`config.mk`:
```
export PLATFORM = sky130hd
export DESIGN_NAME = md5_stream_hash_top
export DESIGN_NICKNAME = d
export VERILOG_FILES = /design/src/rtl/md5sh_pkg.sv /design/src/rtl/md5sh_round.sv /design/src/rtl/md5_stream_hash_top.sv
export SDC_FILE = /design/constraint.sdc
export NUM_CORES = 2
export LEC_CHECK = 0
export BUFFER_PORTS_ARGS = -buffer_cell sky130_fd_sc_hd__buf_2
export CAP_MARGIN = 15
export CORE_ASPECT_RATIO = 2
export CORE_UTILIZATION = 45
export CTS_CLUSTER_SIZE = 40
export DETAILED_ROUTE_END_ITERATION = 8
export PLACE_DENSITY = 0.62
export SYNTH_ARGS = -nofsm -noshare
export SYNTH_HDL_FRONTEND = slang
export SYNTH_SLANG_ARGS = --single-unit
```
`constraint.sdc`:
```
create_clock -name clk_i -period 12.5 [get_ports clk_i]
set_input_delay 2.5 -clock clk_i [delete_from_list [all_inputs] [get_ports clk_i]]
set_output_delay 2.5 -clock clk_i [all_outputs]
set_load 0.05 [all_outputs]
```
`src/rtl/md5sh_pkg.sv`:
```
// Package for the MD5 stream hash block: constants, round tables, state enum.
// No dependencies.
package md5sh_pkg;

  localparam int unsigned BlockBytes = 64;
  localparam int unsigned RoundNum   = 64;

  localparam logic [31:0] InitA = 32'h67452301;
  localparam logic [31:0] InitB = 32'hefcdab89;
  localparam logic [31:0] InitC = 32'h98badcfe;
  localparam logic [31:0] InitD = 32'h10325476;
  localparam logic [7:0]  PadByte = 8'h80;

  typedef enum logic [2:0] {
    StIdle,
    StRound,
    StFold,
    StPadFill,
    StOut
  } md5_state_e;

  function automatic logic [31:0] round_const(input logic [5:0] i);
    logic [31:0] k;
    case (i)
      6'd0: k = 32'hd76aa478; 6'd1: k = 32'he8c7b756; 6'd2: k = 32'h242070db;
      6'd3: k = 32'hc1bdceee; 6'd4: k = 32'hf57c0faf; 6'd5: k = 32'h4787c62a;
      6'd6: k = 32'ha8304613; 6'd7: k = 32'hfd469501; 6'd8: k = 32'h698098d8;
      6'd9: k = 32'h8b44f7af; 6'd10: k = 32'hffff5bb1; 6'd11: k = 32'h895cd7be;
      6'd12: k = 32'h6b901122; 6'd13: k = 32'hfd987193; 6'd14: k = 32'ha679438e;
      6'd15: k = 32'h49b40821; 6'd16: k = 32'hf61e2562; 6'd17: k = 32'hc040b340;
      6'd18: k = 32'h265e5a51; 6'd19: k = 32'he9b6c7aa; 6'd20: k = 32'hd62f105d;
      6'd21: k = 32'h02441453; 6'd22: k = 32'hd8a1e681; 6'd23: k = 32'he7d3fbc8;
      6'd24: k = 32'h21e1cde6; 6'd25: k = 32'hc33707d6; 6'd26: k = 32'hf4d50d87;
      6'd27: k = 32'h455a14ed; 6'd28: k = 32'ha9e3e905; 6'd29: k = 32'hfcefa3f8;
      6'd30: k = 32'h676f02d9; 6'd31: k = 32'h8d2a4c8a; 6'd32: k = 32'hfffa3942;
      6'd33: k = 32'h8771f681; 6'd34: k = 32'h6d9d6122; 6'd35: k = 32'hfde5380c;
      6'd36: k = 32'ha4beea44; 6'd37: k = 32'h4bdecfa9; 6'd38: k = 32'hf6bb4b60;
      6'd39: k = 32'hbebfbc70; 6'd40: k = 32'h289b7ec6; 6'd41: k = 32'heaa127fa;
      6'd42: k = 32'hd4ef3085; 6'd43: k = 32'h04881d05; 6'd44: k = 32'hd9d4d039;
      6'd45: k = 32'he6db99e5; 6'd46: k = 32'h1fa27cf8; 6'd47: k = 32'hc4ac5665;
      6'd48: k = 32'hf4292244; 6'd49: k = 32'h432aff97; 6'd50: k = 32'hab9423a7;
      6'd51: k = 32'hfc93a039; 6'd52: k = 32'h655b59c3; 6'd53: k = 32'h8f0ccc92;
      6'd54: k = 32'hffeff47d; 6'd55: k = 32'h85845dd1; 6'd56: k = 32'h6fa87e4f;
      6'd57: k = 32'hfe2ce6e0; 6'd58: k = 32'ha3014314; 6'd59: k = 32'h4e0811a1;
      6'd60: k = 32'hf7537e82; 6'd61: k = 32'hbd3af235; 6'd62: k = 32'h2ad7d2bb;
      default: k = 32'heb86d391;
    endcase
    return k;
  endfunction

  function automatic logic [4:0] rot_amount(input logic [5:0] i);
    logic [4:0] s;
    case ({i[5:4], i[1:0]})
      4'd0: s = 5'd7;   4'd1: s = 5'd12; 4'd2: s = 5'd17; 4'd3: s = 5'd22;
      4'd4: s = 5'd5;   4'd5: s = 5'd9;  4'd6: s = 5'd14; 4'd7: s = 5'd20;
      4'd8: s = 5'd4;   4'd9: s = 5'd11; 4'd10: s = 5'd16; 4'd11: s = 5'd23;
      4'd12: s = 5'd6;  4'd13: s = 5'd10; 4'd14: s = 5'd15; default: s = 5'd21;
    endcase
    return s;
  endfunction

  // message word index used by round i
  function automatic logic [3:0] word_index(input logic [5:0] i);
    logic [3:0] g;
    case (i[5:4])
      2'd0: g = i[3:0];
      2'd1: g = 4'(5 * i[3:0] + 1);
      2'd2: g = 4'(3 * i[3:0] + 5);
      default: g = 4'(7 * i[3:0]);
    endcase
    return g;
  endfunction

endpackage

```
`src/rtl/md5sh_round.sv`:
```
// One MD5 step: mixing function, add chain and rotate for round i.
// Depends on md5sh_pkg.
module md5sh_round (
  input  logic [5:0]  rnd_i,
  input  logic [31:0] a_i,
  input  logic [31:0] b_i,
  input  logic [31:0] c_i,
  input  logic [31:0] d_i,
  input  logic [31:0] w_i,
  output logic [31:0] b_next_o
);
  import md5sh_pkg::*;

  logic [31:0] f, t, r;
  logic [4:0]  s;

  always_comb begin
    case (rnd_i[5:4])
      2'd0: f = d_i ^ (b_i & (c_i ^ d_i));
      2'd1: f = c_i ^ (d_i & (b_i ^ c_i));
      2'd2: f = b_i ^ c_i ^ d_i;
      default: f = c_i ^ (b_i | ~d_i);
    endcase
    s = rot_amount(rnd_i);
    t = a_i + f + w_i + round_const(rnd_i);
    r = (t << s) | (t >> (6'd32 - {1'b0, s}));
    b_next_o = b_i + r;
  end
endmodule

```
`src/rtl/md5_stream_hash_top.sv`:
```
// MD5 stream hash top level: byte collection, word memory, round sequencer.
// Depends on md5sh_pkg and md5sh_round.
//
// Usage: one byte per input transfer (data_byte_i with has_data_i), and
// last_byte_i closes the message. The digest leaves on the output channel as
// one transfer (digest_low_o = bytes 0..7, digest_high_o = bytes 8..15).
// Bytes are packed into a 16 x 32-bit word memory with a registered read;
// bytes are collected in a holding register and each word is written once
// complete, so one byte is taken per cycle while stall_o is low.
// When the 64th byte of a block lands, the input stalls through the 64 rounds,
// each word read in the cycle ahead of its round, a spare cycle, then the fold.
// On a last transfer the block is padded in place (0x80, zeros, length), one
// word per cycle, taking one or two compressions, then the digest moves to the
// output register, which raises valid_o.
// The output register parts the two sides: a new message is taken while the
// digest waits under stall_i; stall_o stays high past the close only when a
// second digest is ready before the first is taken.
// Reset clears the chaining words, bit count, output valid and control
// state; the word memory is left as is.
module md5_stream_hash_top (
  input  logic        clk_i,
  input  logic        rst_ni,
  input  logic        valid_i,
  output logic        stall_o,
  input  logic [7:0]  data_byte_i,
  input  logic        has_data_i,
  input  logic        last_byte_i,
  output logic        valid_o,
  input  logic        stall_i,
  output logic [63:0] digest_low_o,
  output logic [63:0] digest_high_o
);
  import md5sh_pkg::*;

  md5_state_e  state_q, state_d;
  logic [31:0] h_q [4];
  logic [31:0] a_q, b_q, c_q, d_q;
  logic [63:0] cnt_q;
  logic [31:0] wbuf_q;        // word being collected
  logic [6:0]  rnd_q;         // round counter, 64 = spare cycle
  logic        final_q;       // compressing padded blocks
  logic        second_q;      // another pad block follows
  logic        pend_q;        // full block closed the message
  logic [3:0]  pidx_q;        // padding word index
  logic [63:0] plen_q;        // length latched for padding
  logic [5:0]  pfill_q;       // fill at close
  logic        outv_q;        // output register holds a digest
  logic [63:0] dlo_q, dhi_q;  // output register
  logic        load_out;

  logic [31:0] mem [16];
  logic [31:0] rd_q;
  logic [3:0]  raddr;
  logic        we;
  logic [3:0]  waddr;
  logic [31:0] wdata;

  logic        acc;
  logic [5:0]  fill;
  logic [31:0] wnew;
  logic [31:0] b_next;

  assign fill   = cnt_q[8:3];
  assign acc    = valid_i && !stall_o;
  assign stall_o = (state_q != StIdle);
  assign valid_o = outv_q;
  assign load_out = (state_q == StOut) && (!outv_q || !stall_i);

  always_comb begin
    wnew = wbuf_q;
    case (fill[1:0])
      2'd0: wnew = {24'd0, data_byte_i};
      2'd1: wnew[15:8]  = data_byte_i;
      2'd2: wnew[23:16] = data_byte_i;
      default: wnew[31:24] = data_byte_i;
    endcase
  end

  // pad word for index pidx_q of the current pad block
  logic [31:0] pword;
  always_comb begin
    logic [31:0] m;
    m = '0;
    pword = '0;
    if (second_q) begin
      pword = '0;
    end else begin
      // partial word of data is in wbuf_q
      if (pidx_q == pfill_q[5:2]) begin
        case (pfill_q[1:0])
          2'd0: m = {24'd0, PadByte};
          2'd1: m = {16'd0, PadByte, wbuf_q[7:0]};
          2'd2: m = {8'd0, PadByte, wbuf_q[15:0]};
          default: m = {PadByte, wbuf_q[23:0]};
        endcase
        pword = m;
      end else if (pidx_q > pfill_q[5:2]) begin
        pword = '0;
      end else begin
        pword = rd_q; // unused: earlier words kept
      end
    end
    if (pfill_q < 6'd56 || second_q) begin
      if (pidx_q == 4'd14) pword = plen_q[31:0];
      if (pidx_q == 4'd15) pword = plen_q[63:32];
    end
  end

  md5sh_round u_round (
    .rnd_i   (rnd_q[5:0]),
    .a_i     (a_q),
    .b_i     (b_q),
    .c_i     (c_q),
    .d_i     (d_q),
    .w_i     (rd_q),
    .b_next_o(b_next)
  );

  // memory address/write selection
  always_comb begin
    raddr = word_index(rnd_q[5:0] + 6'd1);
    if (state_q == StIdle || state_q == StPadFill) raddr = word_index(6'd0);
    we    = 1'b0;
    waddr = fill[5:2];
    wdata = wnew;
    if (state_q == StIdle && acc && has_data_i && fill[1:0] == 2'd3) begin
      we = 1'b1;
    end else if (state_q == StPadFill) begin
      // words below the fill word keep their data
      if (second_q || pidx_q >= pfill_q[5:2]) begin
        we = 1'b1;
      end
      waddr = pidx_q;
      wdata = pword;
    end
  end

  always_ff @(posedge clk_i) begin
    if (we) mem[waddr] <= wdata;
    rd_q <= mem[raddr];
  end

  logic [5:0] fill_after;
  assign fill_after = has_data_i ? fill + 6'd1 : fill;

  always_comb begin
    state_d = state_q;
    case (state_q)
      StIdle: begin
        if (acc && has_data_i && fill == 6'd63) state_d = StRound;
        else if (acc && last_byte_i) state_d = StPadFill;
      end
      StRound:   if (rnd_q == 7'd64) state_d = StFold;
      StFold: begin
        if (pend_q) state_d = StPadFill;
        else if (!final_q) state_d = StIdle;
        else if (!second_q && pfill_q >= 6'd56) state_d = StPadFill;
        else state_d = StOut;
      end
      StPadFill: if (pidx_q == 4'd15) state_d = StRound;
      StOut:     if (load_out) state_d = StIdle;
      default:   state_d = StIdle;
    endcase
  end

  always_ff @(posedge clk_i or negedge rst_ni) begin
    if (!rst_ni) begin
      state_q  <= StIdle;
      h_q[0]   <= InitA;
      h_q[1]   <= InitB;
      h_q[2]   <= InitC;
      h_q[3]   <= InitD;
      cnt_q    <= '0;
      rnd_q    <= '0;
      final_q  <= 1'b0;
      second_q <= 1'b0;
      pidx_q   <= '0;
      pfill_q  <= '0;
      pend_q   <= 1'b0;
    end else begin
      state_q <= state_d;
      case (state_q)
        StIdle: begin
          rnd_q <= '0;
          if (acc && has_data_i) cnt_q <= cnt_q + 64'd8;
          if (acc && last_byte_i) begin
            pend_q  <= has_data_i && fill == 6'd63;
            pfill_q <= fill_after;
            second_q <= 1'b0;
            pidx_q  <= '0;
          end
          if (acc && last_byte_i && !(has_data_i && fill == 6'd63)) final_q <= 1'b1;
        end
        StRound: if (rnd_q != 7'd64) rnd_q <= rnd_q + 7'd1;
        StFold: begin
          h_q[0] <= h_q[0] + a_q;
          h_q[1] <= h_q[1] + b_q;
          h_q[2] <= h_q[2] + c_q;
          h_q[3] <= h_q[3] + d_q;
          rnd_q  <= '0;
          if (pend_q) begin
            // full block closed the message: pad block of its own
            pend_q  <= 1'b0;
            final_q <= 1'b1;
            pidx_q  <= '0;
          end else if (final_q && !second_q && pfill_q >= 6'd56) begin
            second_q <= 1'b1;
            pidx_q   <= '0;
          end
        end
        StPadFill: begin
          pidx_q <= pidx_q + 4'd1;
          rnd_q  <= '0;
        end
        StOut: begin
          if (load_out) begin
            h_q[0]   <= InitA;
            h_q[1]   <= InitB;
            h_q[2]   <= InitC;
            h_q[3]   <= InitD;
            cnt_q    <= '0;
            final_q  <= 1'b0;
            second_q <= 1'b0;
          end
        end
        default: ;
      endcase
    end
  end

  // output register: takes the digest once the previous one is gone
  always_ff @(posedge clk_i or negedge rst_ni) begin
    if (!rst_ni) begin
      outv_q <= 1'b0;
      dlo_q  <= '0;
      dhi_q  <= '0;
    end else if (load_out) begin
      outv_q <= 1'b1;
      dlo_q  <= {h_q[1], h_q[0]};
      dhi_q  <= {h_q[3], h_q[2]};
    end else if (!stall_i) begin
      outv_q <= 1'b0;
    end
  end

  // latched length, collection word and round working registers
  always_ff @(posedge clk_i) begin
    if (state_q == StIdle && acc && has_data_i) wbuf_q <= wnew;
    if (state_q == StIdle && acc && last_byte_i)
      plen_q <= has_data_i ? cnt_q + 64'd8 : cnt_q;
    if (state_q == StFold || state_q == StIdle || state_q == StPadFill) begin
      a_q <= h_q[0];
      b_q <= h_q[1];
      c_q <= h_q[2];
      d_q <= h_q[3];
    end else if (state_q == StRound && rnd_q != 7'd64) begin
      a_q <= d_q;
      d_q <= c_q;
      c_q <= b_q;
      b_q <= b_next;
    end
  end

  assign digest_low_o  = dlo_q;
  assign digest_high_o = dhi_q;

`ifndef SYNTH
  a_out_stable: assert property (@(posedge clk_i) disable iff (!rst_ni)
    valid_o && stall_i |=> valid_o && $stable(digest_low_o))
    else $error("digest changed while stalled");
  a_no_accept_busy: assert property (@(posedge clk_i) disable iff (!rst_ni)
    state_q != StIdle |-> stall_o)
    else $error("input open while busy");
  a_round_bound: assert property (@(posedge clk_i) disable iff (!rst_ni)
    rnd_q <= 7'd64)
    else $error("round counter overflow");
`endif
endmodule
```
==> impl_results.md <==
* Post CTS Setup Buffer Count at 0
* Data arrival time at the worst-slack endpoint at 12290 ps
* Max Clock Skew at roughly 42 ps
* Required time of the worst setup path at ~13000 ps
* Remaining number of nets flagged by the antenna check after routing at 0
* Detailed Route WL at 266 mm
* CTS Sinks at 1106
* Final Hold Violating Endpoints at 0
* P&R area growth vs syn at 10.9%
* Top-Level Pins at ~140
* Overall via count from detail_route at 56000
* Number of antenna violations at the first check in global routing at 18
* Cell area after technology mapping at 65200 um2
* Clock slew at reported path FFs at 90 ps
* Number of levels the H-tree was split into at 3
* Drt drc at 0
* Number of fill cells at ~13000
* Standard cell core area at about 140000 um2
* Most used cell along the critical path: buf_4
* Initial core utilization at 45.3%
* R2r worst-path depth at 41
* Number of enable-type register cells in the synthesized netlist at between 700 and 800
* Worst min path class: register to register
* Top flip-flop cell by instance count after synthesis: edfxtp_1
* Crit Reg-Reg Startpoint: rnd_q[0]
* FF/Latch Area at ~31000 um2
* Die width at between 200 and 300 um
* Final #Nets at 7259
* Kind of end point of the critical path: register
* Placer's final routability congestion estimate at 1.14
* CTS Root Cell: clkbuf_16
* Wire length of the first global-routing pass at between 300 and 400 mm
* Transition time at the pin with the least slew margin at about 1300 ps
* Number of placement rows at 197
* R2R Path End: b_q[31]
* Height of the chip at 540 um
* Worst relative slew slack at 13.1%
* Pin count of the biggest net entering global routing at 201
* Die Area at 147000 um2
* Critical Path Fanout Max at 10
* Number of global-route vias before repair at about 55000
* Hold buffer count at CTS at 0
* Hold-critical path endpoint: digest_high_o[18]
* Final Max Tran Viols at 0
* WS Path Type: register to register
* Sort of element at the start of the critical path: register
* Maximum number of buffers from clock root to sink at 3
* Peak per-stage delay on the critical path at 880 ps
* Cell depth of the worst min-delay path at 2
* Share of layout cells above drive strength 1 at 11.9%
* Detail-routed net length per standard cell at just under 30 um
* Reg-to-reg setup timing slack at around 730 ps
* Resized Gates After CTS at 0
* RSZ-0062 raised after global routing: false
* Post-synthesis sequential element count at 1106
* Gate count after technology mapping at ~6900
* CTS tree: yes
* Final critical-path required period at roughly 12000 ps
* Yosys synthesis warning count at 0
* Result of the run: finished clean
* Max Cap Violations at 0
* Drt first-iter violations at slightly below 5000
* Post-synthesis async set-or-reset flop share at 30.8%
* Startpoint of the tightest hold check path: digest_high_o[18]
* Detailed-route vias per instance at between 6 and 7
* Fraction of the cycle the final worst path needs at 94.2%
* Number of optimization iterations in the first detailed-route pass at 9
* Slowest CP cell: a2111oi_0
* Post-route setup TNS at 0 ps
* Post-synth cell types at 98
* Sum of net half-perimeters after detailed placement at ~190 mm
* Register area share after synthesis at 47.9%
* Clock latency of the later-clocked register in the worst-skew pair at 790 ps
* Synthesized Nets at 7210
* Total GRT Usage at a little over a third
* # port buffers at 143
* Aggregate global routing overflow at 0
* Inserted Clock Buffers at 100
* Peak Freq at ~85 MHz
* Per-instance average area after synthesis at roughly 9.4 um2
* Setup violation total in the final timing report at 0
* Area used by multi-input combinational logic at 31800 um2
## critical path: cells and delay by family (launching register included)
kind,cells,cell delay [ps]
multiplexers,2,430
XOR/XNOR,3,820
AND/OR/NAND/NOR,3,960
flip-flops,1,630
AO/OA/AOI/OAI,20,4910
adder cells (fa/ha/maj),5,1930
buffers and inverters,8,1820
## registers in the layout, indices dropped and copies added, names as in the netlist, 7 cells and up
name	count
a_q	32
b_q	32
c_q	32
cnt_q	61
d_q	32
digest_high_o	64
digest_low_o	64
h_q	128
mem	512
plen_q	61
rd_q	32
rnd_q	7
wbuf_q	32
## per-stage QoR
stage	std cells	hold slack [ps]	utilization, %	worst slack [ps]	area, um2
after floorplan	6907	450	-	2990	65200
after global placement	8734	453	47.8	783	68800
after detailed placement	8734	457	47.8	1010	68800
after CTS	8923	473	50.1	1010	72200
after global routing	8934	489	50.2	78.3	72300
final	8944	465	50.2	728	72300
## synthesized netlist by cell type (79+ instances only)
| library cell | number | area [um2] |
|---|---|---|
| a211oi_1 | 217 | 1630 |
| a21o_1 | 79 | 593 |
| a21oi_1 | 512 | 2560 |
| a311oi_1 | 80 | 701 |
| a31oi_1 | 138 | 863 |
| clkbuf_1 | 367 | 1380 |
| dfrtp_1 | 277 | 6930 |
| edfxtp_1 | 733 | 22000 |
| ha_1 | 222 | 2780 |
| inv_1 | 217 | 815 |
| mux2_2 | 124 | 1400 |
| nand2_1 | 1204 | 4520 |
| nand3_1 | 169 | 846 |
| nor2_1 | 614 | 2300 |
| nor3_1 | 188 | 941 |
| o21ai_0 | 464 | 2320 |
| xnor2_1 | 195 | 1710 |
## layout by cell type, fill, tap and decap left out, drive strengths merged, types with 82 or more instances in the layout
| cell | netlist | routed |
|---|---|---|
| a21oi | 515 | 515 |
| nand2 | 1204 | 1204 |
| nor3 | 188 | 188 |
| o21ai | 473 | 473 |
| buf | 78 | 386 |
| a21o | 82 | 82 |
| inv | 218 | 222 |
| edfxtp | 733 | 733 |
| a31oi | 138 | 138 |
| dfrtp | 277 | 277 |
| clkbuf | 367 | 138 |
| a211oi | 219 | 219 |
| ha | 222 | 222 |
| mux2 | 124 | 124 |
| nor2 | 614 | 614 |
| xnor2 | 196 | 196 |
| nand3 | 169 | 169 |
## layout make-up
type | instances | share of cell area, %
timing repair buffer | 392 | 3.75
multi-input combinational | 5134 | 43.9
inverter | 222 | 1.15
clock inverter | 57 | 0.900
sequential | 1106 | 43.2
antenna | 11 | 0.0381
tap | 1890 | 3.27
clock buffer | 132 | 3.74
## cell families after synthesis
group,after synthesis,synth area share (%)
flops,1106,47.9
fa+ha+maj,289,6.32
simple gates,2482,16.3
xor+xnor,274,3.69
mux,199,3.56
compound gates,1890,18.3
buf+inv,667,3.90
## layer usage
layer	GRT usage, %	vias to the layer above	wire length [um]
li1	-	25200	-
met1	33.8	27400	83400
met2	62.6	2388	134000
met3	7.67	1018	16400
met4	37.5	12	32400
met5	0	-	71
## worst max-delay path by stage
stage / depth (start not counted) / slack, ps / end / from
after floorplan: 44 / 2990 / b_q[30] / rnd_q[0]
after global placement: 41 / 780 / b_q[31] / rnd_q[0]
after detailed placement: 41 / 1010 / b_q[31] / rnd_q[0]
after CTS: 41 / 1010 / b_q[31] / rnd_q[0]
after global routing: 41 / 80 / b_q[31] / rnd_q[0]
final: 41 / 730 / b_q[31] / rnd_q[0]
Power is left out: the tool's default activity adds up to more than one toggle a clock period on the data nets, which glitch-free logic cannot reach.
